<file path="config.mk">
export PLATFORM = sky130hd
export DESIGN_NAME = fsrq_cell
export DESIGN_NICKNAME = d
export VERILOG_FILES = /design/src/rtl/core/fsrq_pkg.sv /design/src/rtl/core/fsrq_cell.sv
export SDC_FILE = /design/constraint.sdc
export NUM_CORES = 1
export LEC_CHECK = 0
export BUFFER_PORTS_ARGS = -buffer_cell sky130_fd_sc_hd__buf_2
export CORE_ASPECT_RATIO = 0.9
export CORE_MARGIN = 4
export CORE_UTILIZATION = 25
export DETAILED_ROUTE_END_ITERATION = 10
export GPL_ROUTABILITY_DRIVEN = 0
export GPL_TIMING_DRIVEN = 0
export HOLD_SLACK_MARGIN = 0.02
export PLACE_DENSITY = 0.51
export SLEW_MARGIN = 20
export SYNTH_ARGS = -nofsm -noshare
export SYNTH_HDL_FRONTEND = slang
export SYNTH_SLANG_ARGS = --single-unit
</file>
<file path="constraint.sdc">
create_clock -name clk -period 3.9 [get_ports clk]
set_input_delay 0.585 -clock clk [delete_from_list [all_inputs] [get_ports clk]]
set_output_delay 0.585 -clock clk [all_outputs]
set_load 0.02 [all_outputs]
</file>
<file path="src/rtl/core/fsrq_pkg.sv">
// Shared types, constants and codes of the fair-share run queue.
`timescale 1ns / 1ps
package fsrq_pkg;

    localparam int TASK_W  = 4;
    localparam int OP_W    = 3;
    localparam int PRIO_W  = 7;
    localparam int DELTA_W = 32;
    localparam int RT_W    = 64;
    localparam int CFG_W   = 20;
    localparam int STAT_W  = 2;
    localparam int QCNT_W  = 5;
    localparam int CIDX_W  = 2;

    localparam int DEF_MAX_TASKS = 16;

    localparam logic [CFG_W-1:0] LATENCY_RST = 20'd10000;
    localparam logic [CFG_W-1:0] GRAN_RST    = 20'd1000;
    localparam logic [CFG_W-1:0] TICK_RST    = 20'd1000;

    localparam logic [OP_W-1:0] OP_REGISTER = 3'd0;
    localparam logic [OP_W-1:0] OP_ENQUEUE  = 3'd1;
    localparam logic [OP_W-1:0] OP_DEQUEUE  = 3'd2;
    localparam logic [OP_W-1:0] OP_PICK     = 3'd3;
    localparam logic [OP_W-1:0] OP_CHARGE   = 3'd4;
    localparam logic [OP_W-1:0] OP_TICK     = 3'd5;

    localparam logic [STAT_W-1:0] STAT_OK         = 2'd0;
    localparam logic [STAT_W-1:0] STAT_EMPTY      = 2'd1;
    localparam logic [STAT_W-1:0] STAT_NOT_QUEUED = 2'd2;
    localparam logic [STAT_W-1:0] STAT_UNKNOWN    = 2'd3;

    localparam logic [CIDX_W-1:0] CFG_LATENCY = 2'd0;
    localparam logic [CIDX_W-1:0] CFG_GRAN    = 2'd1;
    localparam logic [CIDX_W-1:0] CFG_TICK    = 2'd2;

    typedef enum logic [1:0] {
        CMD_NONE,
        CMD_REMOVE,
        CMD_INSERT
    } cmd_op_t;

    typedef struct packed {
        logic              valid;
        logic [TASK_W-1:0] id;
        logic [RT_W-1:0]   key;
    } cell_t;

    typedef struct packed {
        cmd_op_t           op;
        logic [TASK_W-1:0] id;
        logic [RT_W-1:0]   key;
    } cmd_t;

    typedef enum logic [3:0] {
        S_IDLE,
        S_EXEC,
        S_UPD,
        S_TSTART,
        S_TWAIT,
        S_DECIDE,
        S_REMOVE,
        S_INSERT,
        S_FSTART,
        S_FWAIT,
        S_DONE
    } state_t;

endpackage

</file>
<file path="src/rtl/core/fsrq_cell.sv">
// One cell of the sorted run-queue chain: holds one queued task and its key.
`timescale 1ns / 1ps
module fsrq_cell
    import fsrq_pkg::*;
(
    input  logic  clk,
    input  logic  rst_n,
    input  cmd_t  cmd,
    input  cell_t left,
    input  cell_t right,
    input  logic  match_in,
    input  logic  le_in,
    output cell_t own,
    output logic  match_out,
    output logic  le_out
);

    logic              valid_reg;
    logic              valid_next;
    logic [TASK_W-1:0] id_reg;
    logic [TASK_W-1:0] id_next;
    logic [RT_W-1:0]   key_reg;
    logic [RT_W-1:0]   key_next;

    assign own.valid = valid_reg;
    assign own.id    = id_reg;
    assign own.key   = key_reg;

    assign match_out = match_in || (valid_reg && (id_reg == cmd.id));
    assign le_out    = valid_reg && (key_reg <= cmd.key);

    always_comb
    begin
        valid_next = valid_reg;
        id_next    = id_reg;
        key_next   = key_reg;
        case (cmd.op)
            CMD_REMOVE:
            begin
                if (match_out)
                begin
                    valid_next = right.valid;
                    id_next    = right.id;
                    key_next   = right.key;
                end
            end
            CMD_INSERT:
            begin
                if (!le_out)
                begin
                    if (le_in)
                    begin
                        valid_next = 1'b1;
                        id_next    = cmd.id;
                        key_next   = cmd.key;
                    end
                    else
                    begin
                        valid_next = left.valid;
                        id_next    = left.id;
                        key_next   = left.key;
                    end
                end
            end
            default:
            begin
            end
        endcase
    end

    always_ff @(posedge clk or negedge rst_n)
    begin
        if (!rst_n)
        begin
            valid_reg <= 1'b0;
        end
        else
        begin
            valid_reg <= valid_next;
        end
    end

    always_ff @(posedge clk)
    begin
        id_reg  <= id_next;
        key_reg <= key_next;
    end

endmodule

</file>
# Yosys cells after proc, flatten, opt, wreduce, memory -nomap -nowiden
# Index checks and enable logic that the tools add are counted.
[word_totals]
ff_bits = 69
latchBits = 0
ramBits = 0
rom_bits = 0
in_bits = 212
out_inout_bits = 71
elab_cells = 26
memories = 0
[op_classes]
n_addsub = 0
mul = 0
div_mod_pow = 0
order_cmp = 1
eq_ne = 5
shifts = 0
n_mux = 12
bitwise_logic = 0
n_reduce_logical = 5
[op_table]
columns = ["operator", "n"]
rows = [
  ["2-to-1 mux 64 bit", 3],
  ["one-hot mux 64 bit (2 select lines)", 1],
  ["less-or-equal comparator 64 bit", 1],
  ["2-to-1 mux 4 bit", 3],
  ["one-hot mux 4 bit (2 select lines)", 1],
  ["== test 4 bit", 1],
  ["inequality test 2 bit (second input constant)", 2],
  ["2-to-1 mux 1 bit", 3],
  ["AND reduction 3 bit", 1],
  ["== test 2 x 1 -> 1 bit (second input constant)", 1],
  ["== test 2 bit (second input constant)", 1],
  ["logical AND 1 bit", 2],
  ["one-hot mux 1 bit (2 select lines)", 1],
  ["nonzero test 2 bit", 1],
  ["logical OR 1 bit", 1],
]

# Depth between registers and ports, before layout
# Gate-level depths: netlist of run 1.
[logic_depth]
depth_word = 5
depth_mapped = 8
ltp_nobuf = 8

# Least setup slack after synthesis of run 1
# Ideal clock, no wire load.
[synth_timing]
path_kind = "input port to flip-flop"
startpoint = "in cmd[54] (netlist name)"
endpoint = "reg id_reg[0] (enable)"
setup_ps = 424
arrival_time_ps = 3198
path_slack_ps = 277
stages = 8
path_buffers = 0
path_cell_list = "inv_1 -> ha_1 -> nand4_2 -> nor4_4 -> and3_1 -> o41ai_1 -> nand4b_1 -> a21o_1"
[synth_between]
elab_chain_cells = 4
[synth_lines]
columns = ["element", "line_no", "source"]
rows = [
  ["start, declared", "fsrq_cell.sv:8", "input cmd_t cmd,"],
  ["less-or-equal comparator 64 bit", "fsrq_cell.sv:30", "assign le_out = valid_reg && (key_reg <= cmd.key);"],
  ["logical AND 1 bit", "fsrq_cell.sv:30", ""],
  ["inequality test 2 bit (no source line)", "--", ""],
  ["AND reduction 3 bit (no source line)", "--", ""],
  ["end signal, assigned", "fsrq_cell.sv:85", "id_reg <= id_next;"],
  ["end, declared", "fsrq_cell.sv:20", "logic [TASK_W-1:0] id_reg;"],
]
# Every way passes these cells.
# A chain may end at the register's enable or synchronous reset.

# Worst setup path in the final report of run 1
[layout_timing]
startpoint = "reg key_reg[43]"
endpoint = "out le_out"
[layout_between]
elab_chain_cells = 2
[layout_lines]
columns = ["element", "line_no", "source"]
rows = [
  ["start, declared", "fsrq_cell.sv:22", "logic [RT_W-1:0] key_reg;"],
  ["start signal, assigned", "fsrq_cell.sv:86", "key_reg <= key_next;"],
  ["less-or-equal comparator 64 bit", "fsrq_cell.sv:30", ""],
  ["logical AND 1 bit", "fsrq_cell.sv:30", ""],
  ["end, declared", "fsrq_cell.sv:15", "output logic le_out"],
]
# Every way passes these cells.

==> results of run 1 <==
synth_stat cells, types with 2 or more instances:
library cell and count:
edfxtp_1 68, nand2_1 82, mux2i_1 68, nand4_1 14, a21o_1 5, a221oi_1 2
a21oi_1 24, nor2_1 5, nor2b_1 3, buf_4 2, nand4_2 3, o211ai_1 2
o2bb2ai_1 2, o21ai_1 2, a221o_1 2, ha_1 64, nor3_1 5, clkbuf_1 8
nor4_1 3, xor2_1 3, inv_1 65, buf_1 4, o21a_1 2, nand3_1 6
buf_2 10, o21ai_0 75
placed cells by master, fill, tap and decap left out, types with 2 or more instances in the layout:
cell type,netlist,final
buf_2,10,291
nand2_1,82,82
o21ai_0,75,75
mux2i_1,68,68
edfxtp_1,68,68
inv_1,65,65
ha_1,64,64
a21oi_1,24,24
nand4_1,14,14
clkbuf_1,8,10
clkbuf_16,0,9
nand3_1,6,6
nor3_1,5,5
nor2_1,5,5
buf_1,4,4
a21o_1,5,4
nand4_2,3,3
nor2b_1,3,3
nor4_1,3,3
xor2_1,3,3
buf_4,2,2
a221oi_1,2,2
o21ai_1,2,2
o21a_1,2,2
o2bb2ai_1,2,2
o211ai_1,2,2
a221o_1,2,2
clkinv_2,0,2
stage by stage:
stage          setup WS [ns]  util (%)
5_1_grt                0.349      36.1
2_1_floorplan          0.277         -
3_3_place_gp           -1.31      34.5
6_report               0.582      36.1
4_1_cts                0.527      36.1
3_5_place_dp           0.335      34.6
critical path, cell delays in order (launching register included):
cell and delay (ns):
edfxtp_1 0.39, ha_1 0.33, nand4_1 0.18, nor4_2 0.63, and3_1 0.28, o41ai_1 0.11, nand4b_1 0.19, a21boi_1 0.09
buf_2 0.18
metal layers:
layer | wire [um] | vias to the layer above | part of all wire [%]
met5 | 0 | - | 0
met4 | 177 | 0 | 1.0
met3 | 1270 | 10 | 7.2
met2 | 8440 | 173 | 48
met1 | 7750 | 2191 | 44
li1 | - | 2554 | -
area by class of cell:
type | instances | area [um2]
well taps | 280 | 350
fillers | 2156 | 13000
repair buffers | 283 | 1440
clock buffers | 11 | 233
flip-flops and latches | 69 | 2070
inverters | 65 | 244
multi-input cells | 387 | 2830
clock inverters | 5 | 51.3
plain buffers | 24 | 110
cell families after synthesis:
kind of cell	after synthesis
adders and majority gates	64
DFF	69
muxes	68
xor gates and xnor gates	4
AOI/OAI and AO/OA	125
and+or+nand+nor	126
buffers and inverters	89
where the power goes:
part | switching [mW] | internal, mW | leakage, nW
combinational | 0.440 | 0.302 | 2.97
sequential | 0.0456 | 0.930 | 0.664
clock | 0.311 | 0.491 | 0.137
total | 0.797 | 1.72 | 3.77
worst max-delay path by stage:
stage / startpoint / to / slack, ns / cells past startpoint
2_1_floorplan: cmd[54] / id_reg[0] / 0.28 / 8
3_3_place_gp: cmd[43] / key_reg[20] / -1.31 / 9
3_5_place_dp: cmd[43] / key_reg[43] / 0.34 / 10
4_1_cts: key_reg[47] / le_out / 0.53 / 8
5_1_grt: key_reg[43] / le_out / 0.35 / 8
6_report: key_reg[43] / le_out / 0.58 / 8
what timing repair did:
item                      CTS  global route
hold endpoints to repair    1             0
hold buffers                1             0
gates resized for setup     0             0
==> impl_metrics.ini, run 1 <==
[clock_network]
post-cts-setup-buffers = 0
htreeDepth = 3
clkLatencyLatePin_ns = 0.33
cts-root-buf = clkbuf_16
clkSlewWorstSetupHoldPaths_ns = 0.06
cts.sinks = 69
numCtsBuffers = 9
clockBufferDepth = 2
cts_tree = yes

[min_path]
hold_path_end = key_reg[40]
min-delay-start = right[40]
worstHoldPathType = input port to flip-flop
holdPathStages = 3

[synthesis]
synth-simple-area-share_pct = 11.4
yosysTopAreaCellShare_pct = 39.0
synthAdderAreaFrac_pct = 15.3
synth_nets = 821
netlist_instances = 545
synthMuxAreaShare_pct = 13.0
synthTopCellsByArea = edfxtp_1 (39%), ha_1 (15%), mux2i_1 (13%), o21ai_0 (7.2%), nand2_1 (5.9%)
yosys.area.top_type = edfxtp_1
avgSynthCellArea_um2 = 9.62
synth_edf_count = 68
synth_top_family_by_area = adder cells
synth_area_mm2 = 0.00524
synth-seq-cells = 69
synth_compound_area_share_pct = 13.4
dominantRegCellSynth = edfxtp_1
synth_xor_area_share_pct = 0.668
ys_types = 42
ys_warn_count = 0
async_flop_share_pct = 1.45
ys_seq_area_share_pct = 39.4

[routing]
routed_via_density = 4.38
drc = 0
wl_per_cell_um = 15.7
vias = 4928
final_antenna_net_count = 0
wirelength_um = 17600
drt_first_pass_iters = 4
drt_iter0_drc = 225

[final_layout]
area_growth_pct = 39.7
fin_area_mm2 = 0.00732
num_antenna_cells = 0
largest_reg_flops = 64
drive_above_1_share_pct = 37.4
layout.nets = 1115
fin_cells = 1124

[worst_setup_path]
timing.rr.start = key_reg[43]
crit_required_ns = 3.31
r2r_end = key_reg[57]
ff2ff_path_depth = 8
cp_max_fo = 3
rrSetupSlack_ns = 0.69
startpoint_type = flip-flop
cp-end-kind = output pin
critPathArrivalTime_ns = 2.73
path_class = flip-flop to output pin

[pwr]
power_density_mw_per_mm2 = 344
power_mw = 2.52
vdd_ir_drop_max_v = 0.000247
leakage_nw = 3.77

[place]
place_area_mm2 = 0.00703
portBuffers = 281
dp_hpwl_um = 14500
dpl.cell_count = 1107

[timing]
finalHoldViolations = 0
fin_tns_setup_ns = 0
holdWs_ns = 0.521
finClkSkew_ns = 0.00578
finalCritPeriodShare_pct = 85.1
slew_viol_final = 0
period_minus_slack_ns = 3.32
tightest_slew_ns = 0.645
max-slew-margin-rel_pct = 56.6
setup-violations-final = 0
rsz0062_at_grt = no
max_freq_mhz = 301

[floorplanning]
die_w_um = 161
core_mm2 = 0.0203
start_util_pct = 25.8
dieHeight_um = 145
row_count = 49
boundaryPins = 283
die-area_mm2 = 0.0233

[grt]
antenna_found_initial = 0
met2_usage_pct = 25.5
grt_usage_pct = 14.8
grt_use_met1_pct = 18.2
grt_max_degree = 37
grt_pass1_wl_um = 27300
grt_pass1_vias = 5213
met3_usage_pct = 4.19
grt_overflow = 0
top_usage_layer = met2

[job]
cap_violations = 0

[run_status]
status = completed
No activity file was read; power rests on OpenSTA's default activity.
==> run 2: changes to the inputs <==
--- a/config.mk
+++ b/config.mk
@@ -6,7 +6,6 @@
 export NUM_CORES = 1
 export LEC_CHECK = 0
 export BUFFER_PORTS_ARGS = -buffer_cell sky130_fd_sc_hd__buf_2
-export CORE_ASPECT_RATIO = 0.9
 export CORE_MARGIN = 4
 export CORE_UTILIZATION = 25
 export DETAILED_ROUTE_END_ITERATION = 10
==> impl_metrics.ini, run 2 (synthesis results as in run 1) <==
[floorplanning]
die-area_mm2 = 0.0233
start_util_pct = 25.7
row_count = 52
die_w_um = 153
dieHeight_um = 153
core_mm2 = 0.0204
boundaryPins = 283

[job]
cap_violations = 0

[routing]
vias = 5039
wl_per_cell_um = 16.2
drt_first_pass_iters = 4
wl_met3_um = 1220
routed_via_density = 4.52
drc = 0
wl_met1_um = 8020
met2_length_um = 8610
highest_layer = met4
final_antenna_net_count = 0
drt_iter0_drc = 159
wirelength_um = 18100

[worst_setup_path]
critPathArrivalTime_ns = 2.72
r2r_end = key_reg[39]
ff2ff_path_depth = 8
path_class = flip-flop to output pin
cp-startpoint = key_reg[45]
startpoint_type = flip-flop
crit_required_ns = 3.31
cp_max_fo = 4
timing.rr.start = key_reg[45]
rrSetupSlack_ns = 0.73
cp-end-kind = output pin

[final_layout]
fin_cells = 1114
num_antenna_cells = 0
layout.nets = 1115
area_growth_pct = 39.4
nFillCells = 2196
largest_reg_flops = 64
final_cell_mix = buf_2 (291), nand2_1 (82), o21ai_0 (75)
drive_above_1_share_pct = 37.4
final_common_cell = buf_2
final_util_pct = 35.8

[timing]
finClkSkew_ns = 0.00587
max_freq_mhz = 303
holdWs_ns = 0.519
setup_ws_ns = 0.600
finalCritPeriodShare_pct = 84.6
tightest_slew_ns = 0.636
rsz0062_at_grt = no
period_minus_slack_ns = 3.30
setup-violations-final = 0
max-slew-margin-rel_pct = 57.3
finalHoldViolations = 0
slew_viol_final = 0

[pwr]
vdd_ir_drop_max_v = 0.000164
power_mw = 2.53
leakage_nw = 3.77
power_density_mw_per_mm2 = 347

[min_path]
hold_path_end = key_reg[50]
min-delay-start = right[50]
worstHoldPathType = input port to flip-flop
holdPathStages = 3

[clock_network]
htreeDepth = 3
cts_tree = yes
clkSlewWorstSetupHoldPaths_ns = 0.06
cts-root-buf = clkbuf_16
numCtsBuffers = 9
post-cts-setup-buffers = 0
hold_buffers = 1
clockBufferDepth = 2
cts-resized-gates = 0
clkLatencyLatePin_ns = 0.34
cts.sinks = 69

[grt]
antenna_found_initial = 0
grt_pass1_vias = 5075
grt_overflow = 0
grt_usage_pct = 14.8
grt_max_degree = 39
grt_pass1_wl_um = 27700

[place]
place_ws_ns = 0.365
dpl.cell_count = 1097
portBuffers = 281
dp_hpwl_um = 15000

[run_status]
status = completed
run 2: cell counts in the layout (fill, tap and decap cells not counted):
Identical to the previous run, type by type.
run 2: report_power, final:
part / leakage (nW) / internal, mW / switching, mW
logic: 2.97 / 0.301 / 0.441
registers: 0.664 / 0.930 / 0.0465
clock network: 0.137 / 0.492 / 0.323
total: 3.77 / 1.72 / 0.811
run 2: worst max-delay path by stage:
stage	slack, ns	to
floorplan	0.28	id_reg[0]
global placement	-1.21	key_reg[40]
detailed placement	0.37	key_reg[40]
CTS	0.54	le_out
global route	0.42	le_out
finish	0.60	le_out
run 2: final cells by class:
cell class                      count  area (um2)  area share [%]
Clock buffer                       11         233            3.18
Timing Repair Buffer              283        1440            19.7
Tap cell                          270         338            4.62
Inverter                           65         244            3.34
Clock inverter                      5        51.3           0.702
Multi-Input combinational cell    387        2830            38.7
Sequential cell                    69        2070            28.3
Buffer                             24         110            1.51
run 2: critical path: stages (launching register included):
cell,delay [ns]
edfxtp_1,0.40
ha_1,0.33
nand4_2,0.16
nor4_2,0.63
and3_1,0.28
o41ai_1,0.09
nand4b_1,0.20
a21boi_1,0.10
buf_2,0.18
run 2: through the flow:
step | cell area [um2] | setup TNS [ns]
final | 7310 | 0
after global routing | 7310 | 0
after CTS | 7310 | 0
after detailed placement | 7010 | 0
after global placement | 6990 | -81.82
after floorplan | 5240 | 0
run 2: per-layer routing:
metal	track usage, %	up-vias
met4	3.52	0
met5	0	-
met3	4.06	13
met1	19.0	2283
met2	24.8	182
li1	-	2561
