File: config.mk
export PLATFORM = sky130hd
export DESIGN_NAME = fsrq_ram
export DESIGN_NICKNAME = d
export VERILOG_FILES = /design/src/rtl/core/fsrq_ram.sv
export SDC_FILE = /design/constraint.sdc
export NUM_CORES = 1
export LEC_CHECK = 0
export BUFFER_PORTS_ARGS = -buffer_cell sky130_fd_sc_hd__buf_2
export CORE_ASPECT_RATIO = 0.6
export CORE_MARGIN = 4
export CORE_UTILIZATION = 35
export CTS_CLUSTER_SIZE = 40
export DETAILED_ROUTE_END_ITERATION = 8
export PLACE_DENSITY = 0.53
export SETUP_SLACK_MARGIN = 0.1
export SYNTH_ARGS = -nofsm -noshare
export SYNTH_HDL_FRONTEND = slang
export SYNTH_SLANG_ARGS = --single-unit
File: constraint.sdc
create_clock -name clk -period 4.45 [get_ports clk]
set_input_delay 0 -clock clk [delete_from_list [all_inputs] [get_ports clk]]
set_output_delay 0 -clock clk [all_outputs]
set_load 0.05 [all_outputs]
File: src/rtl/core/fsrq_ram.sv
// Generic single-port-write RAM with registered read.
`timescale 1ns / 1ps
module fsrq_ram #(
    parameter int WIDTH = 8,
    parameter int DEPTH = 16
) (
    input  logic                     clk,
    input  logic                     we,
    input  logic [$clog2(DEPTH)-1:0] waddr,
    input  logic [WIDTH-1:0]         wdata,
    input  logic                     re,
    input  logic [$clog2(DEPTH)-1:0] raddr,
    output logic [WIDTH-1:0]         rdata
);

    logic [WIDTH-1:0] mem_reg [DEPTH];
    logic [WIDTH-1:0] rdata_reg;

    always_ff @(posedge clk)
    begin
        if (we)
        begin
            mem_reg[waddr] <= wdata;
        end
        if (re)
        begin
            rdata_reg <= mem_reg[raddr];
        end
    end

    assign rdata = rdata_reg;

endmodule

==> Yosys cells after proc, flatten, opt, wreduce, memory -nomap -nowiden <==
Memory sizes are Yosys's and may differ from the RTL's. A register that Yosys moved wholly into a read port is not among the register bits.
Index checks and enable logic that the tools add are counted.
Widths: inputs -> output; s select.
{ "totals": {"ff_bits": 0, "mem_bits_rw": 128, "input_bits": 19, "out_inout_bits": 8, "memories": 1} }
{ "memory_table": {"columns": ["name", "depth", "width", "read_ports", "rd_clocked_by_memory_dff", "wr", "line_no", "source"], "rows": [
  ["mem_reg", 16, 8, 1, 1, 1, "16", "logic [WIDTH-1:0] mem_reg [DEPTH];"]
]} }
{ "op_classes": {"n_mux": 2} }
{ "op_table": {"columns": ["operator", "n"], "rows": [
  ["$mux 1", 2]
]} }

==> Depth between registers and ports, before layout <==
Gate-level depths: netlist (run 1).
{ "logic_depth": {"depth_word": 2, "ltp_mapped": 5} }

==> Worst setup path after synthesis (run 1) <==
Ideal clock, no wire load.
{ "synth_timing": {"path_type": "input to register", "startpoint": "input waddr[2]", "endpoint": "memory mem_reg[0][0], enable pin", "setup_ns": 0.383, "arrival_time_ns": 1.110, "setup_slack_ns": 2.957, "cell_stages": 2, "n_path_buf": 0, "cell_sequence": "or3b_2 nor3_1"} }
{ "synth_rtl": {"columns": ["element", "line_no", "source"], "rows": [
  ["start: declaration", "9", "input logic [$clog2(DEPTH)-1:0] waddr,"],
  ["end: declaration", "16", null]
]} }
No word-level cell before the write port.

==> summary.md, run 1 <==
### Drt
- 4 — number of search-and-repair iterations in the first detailed-routing pass
- 2467 — total via count after detailed routing
- 0 — post-detailed-route DRC marker count
- 22.8 µm — drt wl/cell
- 5.08 — post-DR vias/cell
- 0 — remaining number of nets flagged by the antenna check after routing
- 11.1 mm — WL final
- 232 — Initial DRC Count

### Power and ir drop
- 186 µV — maximum vdd ir drop
- 0.611 mW — switching power
- 20.5% — Switching Share
- 48.8% — Flop pwr share
- 480 nW/µm² — power density normalized to cell area
- 2.37 mW — Int Power
- 2.98 mW — total design power
- 5.2% — fraction of power consumed by combinational cells
- 2.04 nW — leakage power figure
- 46.0% — clock share of power

### Clocking
- 0.42 ns — clock latency on the worst-skew pair
- 2 — clock tree buffer depth
- 0.06 ns — register clock-pin slew on the reported worst setup and hold paths
- 136 — Num Clock Sinks
- sky130_fd_sc_hd__clkbuf_16 — CTS Root Buffer Type
- 17 — number of buffers inserted during clock tree synthesis
- 4 — deepest level of the CTS H-tree
- 0 — quantity of gates resized following cts
- built — TritonCTS clock tree

### Synth
- 248 — total nets after synthesis
- sky130_fd_sc_hd__edfxtp_1 (78%), sky130_fd_sc_hd__mux4_2 (7.8%), sky130_fd_sc_hd__mux4_1 (7.0%) — Synth area leaders
- sky130_fd_sc_hd__edfxtp_1 — Yosys top cell by area
- 22.8 µm² — Syn Area/Cell
- 18 — number of unique standard cell types used by synthesis
- 0 — count of synthesis-stage warnings from yosys
- 5230 µm² — total standard cell area after synthesis
- 229 — synthesized netlist cell count
- 78.1% — proportion of synthesized chip area in sequential cells
- 136 — number of synthesized register bits
- 78.1% — fraction of post-synthesis cell area in the top cell type by area

### Critical path
- in -> reg — Worst Setup Path Type
- primary input — type of origin of the critical path
- 32 — largest fanout of any net on the critical path
- 3 — r2r worst-path depth
- 4.61 ns — required time worst endpoint
- 1.83 ns — Data arrival, critical path
- flip-flop — critical path capture point type

### Die
- 14500 µm² — core area
- 103 µm — Die Y-Extent
- 27 — number of placed I/O pins
- 35.9% — effective utilization at floorplan
- 166 µm — horizontal die dimension
- 17000 µm² — die area
- 34 — number of placement rows

### Timing
- 1.10 ns — slew of the pin with the lowest slew margin
- 0 — setup violators final
- 0.0807 ns — final-layout worst hold slack
- 0.0181 ns — final worst clock skew
- 1.67 ns — fin crit period
- 600 MHz — maximum operating frequency
- 37.4% — share of the clock period used by the worst path after layout
- 0 — Final Hold Vio Count
- 0 — final max-slew violation count
- 26.8% — worst-case headroom to the max-slew limit
- false — setup repair after global routing missed its margin
- 0 ns — aggregate negative setup slack

### Layout
- 6200 µm² — Final Cell Area
- 18.7% — layout overhead on the synthesized area
- 486 — number of cells in the finished layout apart from fillers
- 0 — ant diodes
- 25.7% — share of final-layout standard cells stronger than drive strength 1
- 295 — final-stage net count
- 128 — max FFs per register
- 1280 — filler instances

### Min path
- 2 — number of cells traversed by the worst hold path
- in -> reg — class of the most critical hold timing path

### Status
- completed — run status

### Placed design
- 0.826 — weighted congestion at the end of routability-driven global placement
- 446 — total placed cells including tap cells
- 7.01 mm — Detail Placement HPWL
- 5550 µm² — Post-Place Cell Area
- 26 — buffers added on ports

### GRT
- 13.7% — total routing resource utilization after global routing
- 0 — sum of overflow across all layers after global routing
- 33 — pin count of the biggest net entering global routing
- 2553 — number of global-route vias before repair
- 16.5 mm — wire length of the first global-routing pass
- 0 — initial antenna violation count

### Job
- 0 — max-capacitance violation count

-- through the flow --
stage | utilization (%) | setup slack (ns)
after global placement | 38.1 | 2.29
final | 42.6 | 2.78
after floorplan | - | 2.96
after detailed placement | 38.1 | 2.26
after CTS | 42.6 | 2.73
after global routing | 42.6 | 2.60
-- worst paths after layout --
kind                                     from            end  slack, ns
worst max-delay path                 raddr[0]       rdata[0]       2.78
worst max register to register  mem_reg[3][0]       rdata[0]       2.97
worst min register to register  mem_reg[8][2]       rdata[2]       0.76
worst min-delay path                 waddr[0]  mem_reg[4][5]       0.08
-- layer usage --
layer	vias to the layer above	GRT usage [%]	part of all wire [%]
li1	1073	-	-
met1	1295	20.6	51
met2	85	18.8	41
met3	14	4.52	6.6
met4	0	4.56	1.0
met5	-	0	0
-- kinds of logic (layout without fill, tap and decap cells) --
logic type	count (synthesis)	in the layout	synth area share (%)
flops	136	136	78.1
compound gates	16	16	2.30
buf+inv	10	69	1.65
simple gates	35	35	3.14
mux	32	32	14.8
-- timing repair --
item	in CTS	in global routing
endpoints found under the hold margin	117	0
hold buffers	9	0
buffers inserted	0	0
setup endpoints to repair	0	0
-- layout make-up --
type                            instances  area, µm²  share of cell area (%)
Sequential cell                       136       4080                    65.8
Multi-Input combinational cell         83       1060                    17.1
Clock buffer                           20        437                    7.04
Tap cell                              198        248                    3.99
Timing Repair Buffer                   38        243                    3.91
Clock inverter                         11        131                    2.12
-- cells in the final DEF (no fill, tap or decap) --
cell type and count:
sky130_fd_sc_hd__and2_1 1, sky130_fd_sc_hd__nor2b_1 1, sky130_fd_sc_hd__and2b_1 1, sky130_fd_sc_hd__bufinv_16 3, sky130_fd_sc_hd__buf_2 26, sky130_fd_sc_hd__nand3_1 1, sky130_fd_sc_hd__nor2_1 13, sky130_fd_sc_hd__clkinv_2 3
sky130_fd_sc_hd__clkbuf_1 3, sky130_fd_sc_hd__edfxtp_1 136, sky130_fd_sc_hd__or3b_2 1, sky130_fd_sc_hd__mux4_2 18, sky130_fd_sc_hd__clkinv_1 3, sky130_fd_sc_hd__nor3_1 3, sky130_fd_sc_hd__dlygate4sd3_1 9, sky130_fd_sc_hd__clkinvlp_4 2
sky130_fd_sc_hd__nand3b_1 2, sky130_fd_sc_hd__a22oi_1 16, sky130_fd_sc_hd__clkbuf_16 17, sky130_fd_sc_hd__nor3_2 1, sky130_fd_sc_hd__nand2b_1 2, sky130_fd_sc_hd__mux4_1 14, sky130_fd_sc_hd__buf_4 3, sky130_fd_sc_hd__nand2_1 9
-- worst max-delay path, stage by stage --
cell                      delay, ns
sky130_fd_sc_hd__buf_2         0.81
sky130_fd_sc_hd__mux4_1        0.67
sky130_fd_sc_hd__a22oi_1       0.24
sky130_fd_sc_hd__nand2_1       0.10
-- synthesized netlist by cell type --
cell type                         number
sky130_fd_sc_hd__nor3_1                4
sky130_fd_sc_hd__buf_4                 1
sky130_fd_sc_hd__buf_6                 3
sky130_fd_sc_hd__nor2b_1               1
sky130_fd_sc_hd__nand2_1               9
sky130_fd_sc_hd__a22oi_1              16
sky130_fd_sc_hd__and2_1                1
sky130_fd_sc_hd__nor2_1               13
sky130_fd_sc_hd__or3b_2                1
sky130_fd_sc_hd__mux4_2               18
sky130_fd_sc_hd__nand3b_1              2
sky130_fd_sc_hd__nand2b_1              2
sky130_fd_sc_hd__edfxtp_1            136
sky130_fd_sc_hd__clkdlybuf4s25_2       3
sky130_fd_sc_hd__buf_2                 3
sky130_fd_sc_hd__mux4_1               14
sky130_fd_sc_hd__nand3_1               1
sky130_fd_sc_hd__and2b_1               1
-- power groups by stage --
stage / clock, mW / sequential, mW / combinational (mW)
final: 1.37 / 1.45 / 0.155
after global routing: 1.45 / 1.46 / 0.167
after CTS: 1.38 / 1.45 / 0.157
after detailed placement: 0 / 1.48 / 0.151
after global placement: 0 / 1.48 / 0.148
after floorplan: 0 / 1.50 / 0.0728
Note: power is estimated with default switching activity, not from simulation.
==> run 2, diff against run 1 <==
- clock period: 4.45 -> 1.7 ns (I/O delays scaled with it)
==> summary.md, run 2 (synthesis gave the netlist of run 1 again) <==
### Placed design
- 0.728 — weighted congestion at the end of routability-driven global placement
- 0.123 ns — Setup WS pre-CTS
- 5720 µm² — Post-Place Cell Area
- 26 — buffers added on ports
- 7.39 mm — Detail Placement HPWL

### Timing
- 1.46 ns — fin crit period
- 0.241 ns — post-route worst setup slack
- 0.0102 ns — final worst clock skew
- 0 — setup violators final
- 0 — final max-slew violation count
- false — setup repair after global routing missed its margin
- 0.439 ns — slew of the pin with the lowest slew margin
- 0 — Final Hold Vio Count
- 0 ns — aggregate negative setup slack
- 85.8% — share of the clock period used by the worst path after layout
- 685 MHz — maximum operating frequency
- 70.8% — worst-case headroom to the max-slew limit

### Critical path
- multiplexers — Crit path max-delay family
- 1 — largest fanout of any net on the critical path
- sky130_fd_sc_hd__mux4_1 — standard cell with the maximum stage delay on the critical path
- mux4_1 -> a22oi_1 -> nand2_1 — cell-by-cell trace of the critical path
- reg -> reg — Worst Setup Path Type
- 1.86 ns — required time worst endpoint
- 1.62 ns — Data arrival, critical path
- 0 — number of buffers and inverters on the critical path
- flip-flop — type of origin of the critical path
- 0.50 ns — Critical Path Max Stage Delay
- flip-flop — critical path capture point type

### Clocking
- 17 — number of buffers inserted during clock tree synthesis
- 0.06 ns — register clock-pin slew on the reported worst setup and hold paths
- sky130_fd_sc_hd__clkbuf_16 — CTS Root Buffer Type
- built — TritonCTS clock tree
- 136 — Num Clock Sinks
- 2 — clock tree buffer depth
- 9 — CTS Hold Buffers Added
- 0 — quantity of gates resized following cts
- 0 — Setup Buffers After CTS
- 4 — deepest level of the CTS H-tree
- 0.40 ns — clock latency on the worst-skew pair

### Min path
- in -> reg — class of the most critical hold timing path

### Die
- 34 — number of placement rows
- 35.9% — effective utilization at floorplan
- 27 — number of placed I/O pins
- 103 µm — Die Y-Extent
- 14500 µm² — core area
- 166 µm — horizontal die dimension
- 17000 µm² — die area

### Layout
- sky130_fd_sc_hd__edfxtp_1 — leading cell type in the layout, fill and taps excluded
- sky130_fd_sc_hd__edfxtp_1 (136), sky130_fd_sc_hd__buf_2 (26), sky130_fd_sc_hd__buf_4 (21), sky130_fd_sc_hd__mux4_2 (18), sky130_fd_sc_hd__clkbuf_16 (17) — most used cells in the layout excluding fill and tap cells
- 44.3% — Final Core Density
- 315 — final-stage net count
- 23.2% — layout overhead on the synthesized area
- 6440 µm² — Final Cell Area
- 1276 — filler instances
- 0 — ant diodes
- 128 — max FFs per register
- 31.2% — share of final-layout standard cells stronger than drive strength 1

### Drt
- 170 — Initial DRC Count
- 11.1 mm — WL final
- 5.04 — post-DR vias/cell
- 0 — remaining number of nets flagged by the antenna check after routing
- 0 — post-detailed-route DRC marker count
- 2548 — total via count after detailed routing
- 5 — number of search-and-repair iterations in the first detailed-routing pass
- 22.0 µm — drt wl/cell

### Power and ir drop
- 2.18 nW — leakage power figure
- 1270 nW/µm² — power density normalized to cell area
- 8.17 mW — total design power
- 817 µV — maximum vdd ir drop

### Job
- 0 — max-capacitance violation count

### GRT
- 13.9% — total routing resource utilization after global routing
- 2704 — number of global-route vias before repair
- 21 — pin count of the biggest net entering global routing
- 0 — initial antenna violation count
- 17.0 mm — wire length of the first global-routing pass
- 0 — sum of overflow across all layers after global routing

### Status
- completed — run status

[run 2: cell count changes in the layout (fill, tap and decap cells not counted)]
cell and change:
sky130_fd_sc_hd__buf_4 +18, sky130_fd_sc_hd__clkinv_4 +3, sky130_fd_sc_hd__buf_12 +2, sky130_fd_sc_hd__bufinv_16 +2
sky130_fd_sc_hd__clkbuf_1 -2, sky130_fd_sc_hd__clkinv_2 -2, sky130_fd_sc_hd__clkinv_1 -1, sky130_fd_sc_hd__nor3_1 +1
sky130_fd_sc_hd__nor3_2 -1
[run 2: layer usage]
layer  wire [µm]  track usage (%)
met4          76             4.56
met3         389             3.64
met1        6050             21.6
met2        4640             19.0
met5           0                0
[run 2: per-stage QoR]
| step | std cells | hold WS, ns |
|---|---|---|
| 3_3_place_gp | 466 | 0.386 |
| 3_5_place_dp | 466 | 0.383 |
| 2_1_floorplan | 229 | 0.0989 |
| 5_1_grt | 506 | 0.133 |
| 6_report | 506 | 0.120 |
| 4_1_cts | 506 | 0.112 |
[run 2: final cells by class]
| class | instances | area (µm²) | share of cell area, % |
|---|---|---|---|
| clock buffers | 18 | 429 | 6.66 |
| clock inverters | 13 | 204 | 3.17 |
| multi-input cells | 83 | 1060 | 16.4 |
| flip-flops and latches | 136 | 4080 | 63.4 |
| well taps | 198 | 248 | 3.85 |
| repair buffers | 58 | 418 | 6.49 |
[run 2: power by group]
group | internal (mW) | switching [mW]
sequential | 3.78 | 0.0244
combinational | 0.166 | 0.260
clock | 2.59 | 1.35
[run 2: worst paths after layout]
kind | cells after the start | slack (ns) | from | endpoint
max | 3 | 0.24 | mem_reg[2][3] | rdata[3]
min reg2reg | 3 | 0.74 | mem_reg[7][1] | rdata[1]
max reg2reg | 3 | 0.24 | mem_reg[2][3] | rdata[3]
min | 3 | 0.12 | waddr[2] | mem_reg[1][4]
[run 2: worst min-delay path: cells and delay by family]
kind	cells	cell delay, ns
buf+inv	1	0.11
simple gates	2	0.24
==> run 3, diff against run 2 <==
- GPL_TIMING_DRIVEN: not set -> 0
==> summary.md, run 3 (synthesis gave the netlist of run 1 again) <==
### Timing
- 1.33 ns — slew of the pin with the lowest slew margin
- 90.3% — share of the clock period used by the worst path after layout
- 0.165 ns — post-route worst setup slack
- 0 — final max-slew violation count
- 1.53 ns — fin crit period
- 0 — setup violators final
- 652 MHz — maximum operating frequency
- 0 — Final Hold Vio Count
- 10.4% — worst-case headroom to the max-slew limit
- 0.00662 ns — final worst clock skew
- false — setup repair after global routing missed its margin

### Critical path
- 3 — r2r worst-path depth
- rdata[7] — Reg2Reg Capture Point
- 0.17 ns — FF-to-FF setup slack
- mux4_2 -> a22oi_1 -> nand2_1 — cell-by-cell trace of the critical path
- 1.83 ns — required time worst endpoint
- flip-flop — type of origin of the critical path
- 1.67 ns — Data arrival, critical path
- reg -> reg — Worst Setup Path Type
- 1 — largest fanout of any net on the critical path
- flip-flop — critical path capture point type
- 0.52 ns — Critical Path Max Stage Delay
- sky130_fd_sc_hd__mux4_2 — standard cell with the maximum stage delay on the critical path
- mem_reg[15][7] — launch point of the worst reg-to-reg path

### Layout
- 298 — final-stage net count
- sky130_fd_sc_hd__edfxtp_1 — leading cell type in the layout, fill and taps excluded
- 29.0% — share of final-layout standard cells stronger than drive strength 1
- 1274 — filler instances
- sky130_fd_sc_hd__edfxtp_1 (136), sky130_fd_sc_hd__buf_2 (28), sky130_fd_sc_hd__mux4_2 (18), sky130_fd_sc_hd__clkbuf_16 (17), sky130_fd_sc_hd__a22oi_1 (15) — most used cells in the layout excluding fill and tap cells
- 1070 µm² — area taken by multi-input logic gates
- 6240 µm² — Final Cell Area
- 0 — ant diodes
- 128 — max FFs per register
- 19.4% — layout overhead on the synthesized area
- 4080 µm² — area taken by flip-flops and latches

### Min path
- 1 — number of cells traversed by the worst hold path
- mem_reg[15][3] — hold endpoint
- in -> reg — class of the most critical hold timing path
- wdata[3] — startpoint of the most critical hold path

### Job
- 0 — max-capacitance violation count

### Placed design
- -0.408 ns — Setup WS pre-CTS
- 0.734 — weighted congestion at the end of routability-driven global placement
- 25 — buffers added on ports
- 5600 µm² — Post-Place Cell Area
- 7.26 mm — Detail Placement HPWL

### GRT
- 13.9% — total routing resource utilization after global routing
- 2431 — number of global-route vias before repair
- 0 — initial antenna violation count
- 16.5 mm — wire length of the first global-routing pass
- 17 — pin count of the biggest net entering global routing
- 0 — sum of overflow across all layers after global routing

### Clocking
- 0.06 ns — register clock-pin slew on the reported worst setup and hold paths
- built — TritonCTS clock tree
- 0 — Setup Buffers After CTS
- 0.41 ns — clock latency on the worst-skew pair
- 17 — number of buffers inserted during clock tree synthesis
- sky130_fd_sc_hd__clkbuf_16 — CTS Root Buffer Type
- 4 — deepest level of the CTS H-tree
- 2 — clock tree buffer depth
- 136 — Num Clock Sinks

### Power and ir drop
- 6.21 mW — Int Power
- 45.9% — clock share of power
- 7.83 mW — total design power
- 1250 nW/µm² — power density normalized to cell area
- 5.7% — fraction of power consumed by combinational cells
- 585 µV — maximum vdd ir drop
- 2.06 nW — leakage power figure
- 48.5% — Flop pwr share
- 1.62 mW — switching power
- 20.7% — Switching Share

### Drt
- 0 — post-detailed-route DRC marker count
- 11.2 mm — WL final
- 22.9 µm — drt wl/cell
- 4 — number of search-and-repair iterations in the first detailed-routing pass
- 0 — remaining number of nets flagged by the antenna check after routing
- 2429 — total via count after detailed routing
- 4.98 — post-DR vias/cell
- 205 — Initial DRC Count

### Status
- completed — run status

### Die
- 103 µm — Die Y-Extent
- 166 µm — horizontal die dimension
- 14500 µm² — core area
- 35.9% — effective utilization at floorplan
- 17000 µm² — die area
- 34 — number of placement rows
- 27 — number of placed I/O pins

[run 3: cell count changes in the layout (fill, tap and decap cells not counted), sizes merged]
cell / change
buf: -17
bufinv: -2
clkbuf: +2
clkdlybuf4s25: +3
clkinv: -1
dlygate4sd3: -3
[run 3: area by class of cell]
cell class                 instances  share of cell area, %
timing repair buffer              31                   2.97
sequential                       136                   65.4
tap                              198                   3.97
multi-input combinational         83                   17.2
clock inverter                    10                   2.08
buffer                            10                   1.38
clock buffer                      20                   7.00
[run 3: timing repair]
item                                   CTS  global route
cloned                                   0             0
resized for setup                        1             1
setup endpoints to repair                8             1
hold buffers                             5             1
endpoints found under the hold margin   51             6
[run 3: how the worst max path moves through the flow]
stage                   start            end  depth (start not counted)  slack [ns]
6_report       mem_reg[15][7]       rdata[7]                          3        0.17
5_1_grt         mem_reg[9][4]       rdata[4]                          3        0.12
4_1_cts        mem_reg[15][7]       rdata[7]                          3        0.16
3_5_place_dp         waddr[2]  mem_reg[0][0]                          3       -0.41
3_3_place_gp         waddr[2]  mem_reg[0][0]                          3       -0.36
2_1_floorplan        waddr[2]  mem_reg[0][0]                          2        0.21
[run 3: critical path, delay by kind of cell (launching register included)]
| kind | cells | cell delay (ns) |
|---|---|---|
| compound gates | 1 | 0.23 |
| flops | 1 | 0.35 |
| mux | 1 | 0.52 |
| simple gates | 1 | 0.16 |
[run 3: power by group through the flow]
| stage | Sequential (mW) | Combinational (mW) | Clock, mW |
|---|---|---|---|
| after floorplan | 3.92 | 0.191 | 0 |
| after detailed placement | 3.86 | 0.432 | 0 |
| after global placement | 3.86 | 0.428 | 0 |
| after CTS | 3.80 | 0.442 | 3.63 |
| after global routing | 3.80 | 0.471 | 3.84 |
| final | 3.79 | 0.444 | 3.59 |
[run 3: through the flow]
stage	utilization, %	setup TNS (ns)	hold WS (ns)	instances
final	42.9	0	0.0227	488
after global routing	42.9	0	0.00918	488
after detailed placement	38.5	-6.27	0.348	452
after global placement	38.5	-4.90	0.336	452
after CTS	42.8	0	0.00538	487
after floorplan	-	0	0.0989	229
[run 3: per-layer routing]
| metal | global-route usage [%] | up-vias | part of all wire [%] | wire length (µm) |
|---|---|---|---|---|
| li1 | - | 1078 | - | - |
| met1 | 21.2 | 1273 | 51 | 5730 |
| met2 | 18.5 | 68 | 41 | 4550 |
| met3 | 5.13 | 10 | 7.3 | 815 |
| met4 | 4.18 | 0 | 0.55 | 61 |
| met5 | 0 | - | 0 | 0 |
